--- config.mk ---
export PLATFORM = sky130hd
export DESIGN_NAME = rsp_cell
export DESIGN_NICKNAME = d
export VERILOG_FILES = /design/src/rtl/rsp_pkg.sv /design/src/rtl/rsp_cell.sv
export SDC_FILE = /design/constraint.sdc
export NUM_CORES = 1
export LEC_CHECK = 0
export BUFFER_PORTS_ARGS = -buffer_cell sky130_fd_sc_hd__buf_4
export CAP_MARGIN = 20
export CORE_AREA = 3 3 110 112
export CTS_CLUSTER_DIAMETER = 150
export DETAILED_ROUTE_END_ITERATION = 10
export DIE_AREA = 0 0 113 115
export PLACE_DENSITY = 0.73
export SYNTH_ARGS = -nofsm -noshare
export SYNTH_HDL_FRONTEND = slang
export SYNTH_SLANG_ARGS = --single-unit
--- constraint.sdc ---
create_clock -name i_clk -period 6.65 [get_ports i_clk]
set_input_delay 1.6625 -clock i_clk [delete_from_list [all_inputs] [get_ports i_clk]]
set_output_delay 1.6625 -clock i_clk [all_outputs]
set_load 0.05 [all_outputs]
--- src/rtl/rsp_pkg.sv ---
`default_nettype none
package rsp_pkg;

    localparam int CAPACITY  = 64;
    localparam int IDX_W     = (CAPACITY > 1) ? $clog2(CAPACITY) : 1;
    localparam int CNT_W     = $clog2(CAPACITY + 1);
    localparam int COORD_W   = 24;
    localparam int RAD_W     = 23;
    localparam int DIFF_W    = COORD_W + 1;
    localparam int PROD_W    = 2 * DIFF_W;
    localparam int DOT_W     = PROD_W + 2;
    localparam int MAG_W     = PROD_W;
    localparam int HALF_W    = MAG_W / 2;
    localparam int RSQ_W     = 2 * RAD_W;
    localparam int DLEN_W    = PROD_W + 2;
    localparam int SQ_W      = 2 * MAG_W + 4;
    localparam int OUT_IDX_W = 6;

    // Operand splits for the wide squares in the hit test.
    localparam int RL_W = RSQ_W / 2;
    localparam int RH_W = RSQ_W - RL_W;
    localparam int DL_W = DLEN_W / 2;
    localparam int DH_W = DLEN_W - DL_W;
    localparam int LH_W = MAG_W - HALF_W;

    localparam logic [1:0] OP_CLEAR  = 2'd0;
    localparam logic [1:0] OP_APPEND = 2'd1;
    localparam logic [1:0] OP_QUERY  = 2'd2;

    typedef struct packed {
        logic [1:0]                 op;
        logic signed [COORD_W-1:0]  a_x;
        logic signed [COORD_W-1:0]  a_y;
        logic signed [COORD_W-1:0]  a_z;
        logic signed [COORD_W-1:0]  b_x;
        logic signed [COORD_W-1:0]  b_y;
        logic signed [COORD_W-1:0]  b_z;
        logic [RAD_W-1:0]           sphere_radius;
    } t_in_item;

    typedef struct packed {
        logic                   hit;
        logic [OUT_IDX_W-1:0]   entry_index;
        logic                   status;
    } t_out_item;

    typedef struct packed {
        logic signed [COORD_W-1:0]  x;
        logic signed [COORD_W-1:0]  y;
        logic signed [COORD_W-1:0]  z;
        logic [RAD_W-1:0]           r;
    } t_entry;

    typedef struct packed {
        logic signed [COORD_W-1:0]  ax;
        logic signed [COORD_W-1:0]  ay;
        logic signed [COORD_W-1:0]  az;
        logic signed [DIFF_W-1:0]   dx;
        logic signed [DIFF_W-1:0]   dy;
        logic signed [DIFF_W-1:0]   dz;
        logic [DLEN_W-1:0]          dlen2;
    } t_query;

    typedef struct packed {
        logic               valid;
        logic               in_range;
        logic               last;
        logic [IDX_W-1:0]   index;
    } t_tag;

    typedef struct packed {
        logic               done;
        logic               found;
        logic [IDX_W-1:0]   index;
    } t_eval_res;

endpackage
`default_nettype wire

--- src/rtl/rsp_cell.sv ---
`default_nettype none
// One table slot of the sphere ring. It takes its neighbor's entry on a shift.
module rsp_cell import rsp_pkg::*; (
    input  wire logic   i_clk,
    input  wire logic   i_shift,
    input  wire logic   i_load,
    input  wire t_entry i_next,
    input  wire t_entry i_wdata,
    output t_entry      o_entry
);
    t_entry r_entry;

    always_ff @(posedge i_clk) begin
        if (i_load) begin
            r_entry <= i_wdata;
        end else if (i_shift) begin
            r_entry <= i_next;
        end
    end

    assign o_entry = r_entry;
endmodule
`default_nettype wire

==> results.json, run 1 <==
{
  "drive_gt1_frac": 0.800,
  "grt.busiest_layer": "met2",
  "fin_crit_sh": 0.544,
  "cts_buffer_depth": 2,
  "crit_arrival_ns": 3.58,
  "power_switching_uw": 529,
  "grt_use_met1": 0.152,
  "gp_congestion": 0.725,
  "met2_usage": 0.278,
  "p_per_area_nw_per_um2": 261,
  "synthSimpleGateAreaFrac": 0.00150,
  "comb_power_share": 0.293,
  "grt_pass1_vias": 2796,
  "fmax_mhz": 276,
  "synth_adder_area_share": 0,
  "place_ws_ns": 2.65,
  "post-cts-setup-buffers": 0,
  "portBuffers": 287,
  "hold_buffers": 0,
  "synth_cells": 202,
  "grt_remaining_overflow": 0,
  "drv_slew": 0,
  "antenna_found_initial": 0,
  "grt_pass1_wl_um": 14600,
  "ant_nets": 0,
  "place_area_um2": 6430,
  "layout_common_cells": "289 x buf_4, 95 x edfxtp_1, 56 x mux2_2",
  "pwr-share-clk": 0.277,
  "clock-sinks": 95,
  "die_area_um2": 13000,
  "synth_seq_cells": 95,
  "route.detailed.drc": 0,
  "die_w_um": 113,
  "seq_area_um2": 2850,
  "post-place-cells": 623,
  "cts.repair.resized": 0,
  "required_ns": 6.61,
  "switching_share": 0.301,
  "fin_ws_ns": 3.03,
  "start_util": 0.368,
  "synth_largest_area_cell": "edfxtp_1",
  "wirelength_um": 10600,
  "routedWlPerCell_um": 16.6,
  "final_cell_count_no_fill": 639,
  "crit_buf_inv": 2,
  "grt_max_degree": 52,
  "routed_via_density": 4.46,
  "fill_cells": 884,
  "fp-row-count": 39,
  "first_iter_violations": 95,
  "synth_compound_area_frac": 0,
  "rsz0062_at_grt": "no",
  "syn-num-nets": 395,
  "critPathMaxStageDelay_ns": 0.64,
  "io_pins": 288,
  "worst_path_dominant_cell_family": "buffers and inverters",
  "ys_seq_area_frac": 0.684,
  "start_kind": "primary input",
  "worst_pin_slew_ns": 0.736,
  "diodes": 0,
  "crit_start": "i_load",
  "synth_cell_type_count": 6,
  "min_from": "i_next[81]",
  "cts_buffers": 9,
  "gr-usage-all-layers": 0.149,
  "seq_power_share": 0.430,
  "routed-via-count": 2848,
  "slowest_stage": "or2_4",
  "critPathKind": "primary input to flop",
  "cts_tree": "built",
  "crit_fanout": 50,
  "worstPathCellList": "buf_4 > or2_4 > buf_4",
  "multi_input_area_um2": 1220,
  "slew_headroom": 0.510,
  "syn_avg_cell_area_um2": 20.6,
  "ys_warn_count": 0,
  "synth_mux_area_frac": 0.292,
  "stdcell_area_um2": 6710,
  "yosys-top-cells-area": "edfxtp_1 68%, mux2_2 15%, mux2_4 14%",
  "synth_top_area_frac": 0.684,
  "clk_pin_slew_ns": 0.06,
  "setup-violations-final": 0,
  "drtPass1Iterations": 4,
  "nets": 684,
  "gr-usage-met3": 0.0532,
  "hp-class": "primary input to flop",
  "die_y_um": 115,
  "largest_reg_flops": 95,
  "htree_levels": 3,
  "p_leak_uw": 0.00304,
  "intPower_uw": 1220,
  "clock-root-buffer": "clkbuf_16",
  "ir_drop_mv": 0.138,
  "endpoint_kind": "flop",
  "syn-cell-area_um2": 4170,
  "outcome": "finished clean",
  "mostFrequentLayoutCell": "buf_4",
  "synth-xor-area-share": 0,
  "max-cap-violations": 0,
  "tns_ns": 0,
  "area_delta_synth_final_pct": 60.9,
  "min_period_ns": 3.62,
  "synth_top_family_by_area": "multiplexers",
  "coreArea_um2": 11300,
  "final_hold_viol_count": 0,
  "cp_common_cell": "buf_4"
}
[worst paths after layout]
| path | slack, ns | cells after the start | to |
|---|---|---|---|
| setup / recovery | 3.03 | 3 | o_entry[84]$_DFFE_PP_ |
| hold / removal | 1.63 | 2 | o_entry[81]$_DFFE_PP_ |
[per-stage QoR]
step / total power [uW] / hold WS, ns / utilization
after floorplan: 1080 / 1.88 / -
after global placement: 1280 / 1.96 / 0.568
after detailed placement: 1290 / 1.97 / 0.568
after CTS: 1780 / 1.61 / 0.592
after global routing: 1820 / 1.62 / 0.592
final: 1750 / 1.63 / 0.592
[power by group through the flow]
| stage | Sequential [uW] | Combinational, uW | Clock (uW) |
|---|---|---|---|
| floorplan | 1000 | 81.0 | 0 |
| global placement | 765 | 515 | 0 |
| detailed placement | 768 | 520 | 0 |
| CTS | 755 | 520 | 502 |
| global route | 760 | 534 | 525 |
| finish | 754 | 514 | 485 |
[final cells by class]
type | count | share of cell area
clock buffers | 10 | 0.0341
clock inverters | 6 | 0.00765
multi-input cells | 96 | 0.183
flip-flops and latches | 95 | 0.425
repair buffers | 289 | 0.324
well taps | 143 | 0.0267
[Yosys cell counts]
cell type,n
buf_6,6
edfxtp_1,95
mux2_4,39
buf_2,5
mux2_2,56
or2_1,1
[kinds of logic after synthesis]
logic type	after synthesis
buffers and inverters	11
flip-flops	95
multiplexers	95
AND/OR/NAND/NOR	1
[routing by layer]
metal  share of wire  vias to the layer above  wire (um)
met4           0.016                        0        171
met3            0.11                       10       1220
met5               0                        -          0
met1            0.33                     1297       3530
li1                -                     1372          -
met2            0.54                      169       5670
No activity file was read; power rests on OpenSTA's default activity.
==> run 2, diff against run 1 <==
--- a/config.mk
+++ b/config.mk
@@ -5,13 +5,14 @@
 export SDC_FILE = /design/constraint.sdc
 export NUM_CORES = 1
 export LEC_CHECK = 0
+export ABC_AREA = 1
 export BUFFER_PORTS_ARGS = -buffer_cell sky130_fd_sc_hd__buf_4
 export CAP_MARGIN = 20
-export CORE_AREA = 3 3 110 112
+export CORE_MARGIN = 3
+export CORE_UTILIZATION = 37
 export CTS_CLUSTER_DIAMETER = 150
 export DETAILED_ROUTE_END_ITERATION = 10
-export DIE_AREA = 0 0 113 115
-export PLACE_DENSITY = 0.73
+export PLACE_DENSITY = 0.76
 export SYNTH_ARGS = -nofsm -noshare
 export SYNTH_HDL_FRONTEND = slang
 export SYNTH_SLANG_ARGS = --single-unit
==> constraint.sdc (replaced) <==
create_clock -name i_clk -period 3.2 [get_ports i_clk]
set_input_delay 0.8 -clock i_clk [delete_from_list [all_inputs] [get_ports i_clk]]
set_output_delay 0.8 -clock i_clk [all_outputs]
set_load 0.05 [all_outputs]
==> run 2 against run 1 <==
Effect of this change:
- sequential cell count unchanged
- sequential power increased by 110%
- clock power grew 83%
- synthesized cell count increased by 100%
- total power grew 100%
- global-route usage grew 3.0 points
- synthesized area is 2.0% lower
- routed wire length rose by 11%
- die area fell by 5.1%
- combinational power grew 100%
- critical path type unchanged
==> results.json, run 2 <==
{
  "outcome": "finished clean",
  "final_hold_viol_count": 0,
  "io_pins": 288,
  "fill_cells": 860,
  "clk_pin_slew_ns": 0.09,
  "layout_common_cells": "291 x buf_4, 285 x nand2_1, 95 x edfxtp_1",
  "cts_buffers": 9,
  "seq_power_share": 0.447,
  "ys_warn_count": 0,
  "start_util": 0.389,
  "first_iter_violations": 239,
  "power_switching_uw": 1110,
  "multi_input_area_um2": 1080,
  "post-place-cells": 810,
  "p_per_area_nw_per_um2": 536,
  "diodes": 0,
  "endpoint_kind": "flop",
  "routed_via_density": 4.50,
  "htree_levels": 3,
  "die_y_um": 111,
  "fmax_mhz": 507,
  "die_w_um": 111,
  "p_leak_uw": 0.00334,
  "cts_buffer_depth": 2,
  "ant_nets": 0,
  "grt_remaining_overflow": 0,
  "area_delta_synth_final_pct": 59.9,
  "worst_pin_slew_ns": 0.592,
  "rsz0062_at_grt": "no",
  "worst_path_dominant_cell_family": "buffers and inverters",
  "cts.repair.resized": 0,
  "min_to": "o_entry[12]$_DFFE_PP_",
  "crit_fanout": 49,
  "fp-row-count": 37,
  "grt_pass1_vias": 3566,
  "synth_async_sr_flop_share": 0,
  "synth_common_cells": "285 x nand2_1, 95 x edfxtp_1, 13 x buf_2",
  "post-cts-setup-buffers": 0,
  "intPower_uw": 2390,
  "slowest_stage": "buf_4",
  "max-cap-violations": 0,
  "switching_share": 0.317,
  "yosysMostFrequentCell": "nand2_1",
  "synth_cell_type_count": 7,
  "pwr-share-clk": 0.253,
  "route.detailed.drc": 0,
  "min_from": "i_next[12]",
  "seq_area_um2": 2850,
  "synth_largest_area_cell": "edfxtp_1",
  "synth_top_area_frac": 0.699,
  "routed-via-count": 3705,
  "synth_cells": 403,
  "slew_headroom": 0.606,
  "gp_congestion": 0.930,
  "routedWlPerCell_um": 14.3,
  "start_kind": "primary input",
  "ys_seq_area_frac": 0.699,
  "final_cell_count_no_fill": 823,
  "grt_pass1_wl_um": 17500,
  "critPathKind": "primary input to flop",
  "synth_seq_cells": 95,
  "portBuffers": 287,
  "critPathMaxStageDelay_ns": 0.49,
  "wirelength_um": 11800,
  "hp-class": "primary input to flop",
  "worstHoldPathCells": 3,
  "finish.utilization": 0.622,
  "cts_tree": "built",
  "syn-num-nets": 596,
  "clock-root-buffer": "clkbuf_8",
  "comb_power_share": 0.300,
  "coreArea_um2": 10500,
  "min_period_ns": 1.97,
  "drive_gt1_frac": 0.447,
  "tns_ns": 0,
  "nets": 878,
  "required_ns": 3.17,
  "drtPass1Iterations": 4,
  "drv_slew": 0,
  "antenna_found_initial": 0,
  "synthFlopType": "edfxtp_1",
  "hold_buffers": 0,
  "fin_crit_sh": 0.616,
  "largest_reg_flops": 95,
  "clock-sinks": 95,
  "crit_arrival_ns": 1.94,
  "cp_common_cell": "buf_4",
  "ir_drop_mv": 0.286,
  "setup-violations-final": 0,
  "worstPathCellList": "buf_4 > or2_4 > buf_4",
  "syn_avg_cell_area_um2": 10.1,
  "gr-usage-all-layers": 0.179,
  "die_area_um2": 12300,
  "crit_buf_inv": 2,
  "dp_hpwl_um": 9310,
  "mostFrequentLayoutCell": "buf_4",
  "syn-cell-area_um2": 4080,
  "synth-edff-count": 95,
  "yosys-top-cells-area": "edfxtp_1 70%, nand2_1 26%, buf_6 1.9%",
  "grt_max_degree": 51
}
## run 2: cell count changes after synthesis, sizes merged
cell   delta
inv       +1
buf      +10
mux2     -95
nand2   +285
## run 2: how the worst max path moves through the flow
stage,endpoint,cells past startpoint,startpoint,slack (ns)
global placement,o_entry[78]$_DFFE_PP_,3,i_load,0.93
finish,o_entry[81]$_DFFE_PP_,3,i_load,1.23
detailed placement,o_entry[11]$_DFFE_PP_,3,i_load,0.87
CTS,o_entry[9]$_DFFE_PP_,3,i_load,1.25
global route,o_entry[81]$_DFFE_PP_,3,i_load,1.16
floorplan,o_entry[0]$_DFFE_PP_,3,i_load,0.56
## run 2: logic make-up after synthesis
logic type / after synthesis / synth area share
and+or+nand+nor: 286 / 0.263
DFF: 95 / 0.699
buffers and inverters: 22 / 0.0380
## run 2: power groups by stage
| stage | combinational (uW) | clock (uW) | sequential (uW) |
|---|---|---|---|
| final | 1050 | 886 | 1570 |
| after global routing | 1100 | 960 | 1580 |
| after CTS | 1060 | 917 | 1570 |
| after detailed placement | 1060 | 0 | 1600 |
| after global placement | 1050 | 0 | 1590 |
| after floorplan | 137 | 0 | 2080 |
## run 2: per-layer routing
layer | global-route usage | share of wire | up-vias
li1 | - | - | 1847
met1 | 0.184 | 0.35 | 1647
met2 | 0.324 | 0.52 | 193
met3 | 0.0688 | 0.11 | 18
met4 | 0.0746 | 0.021 | 0
met5 | 0 | 0 | -
## run 2: per-stage QoR
step	setup WS (ns)	instance area, um2	power (uW)	hold WS (ns)
floorplan	0.555	4080	2220	0.979
finish	1.23	6530	3500	0.715
global route	1.16	6530	3640	0.697
global placement	0.930	6310	2640	1.06
detailed placement	0.871	6310	2650	1.07
CTS	1.25	6530	3540	0.690
## run 2: cell type report
class                      count  area share
multi-input combinational    286       0.165
inverter                       1    0.000575
clock buffer                   9      0.0190
sequential                    95       0.437
tap                          136      0.0261
clock inverter                 4      0.0149
timing repair buffer         292       0.338
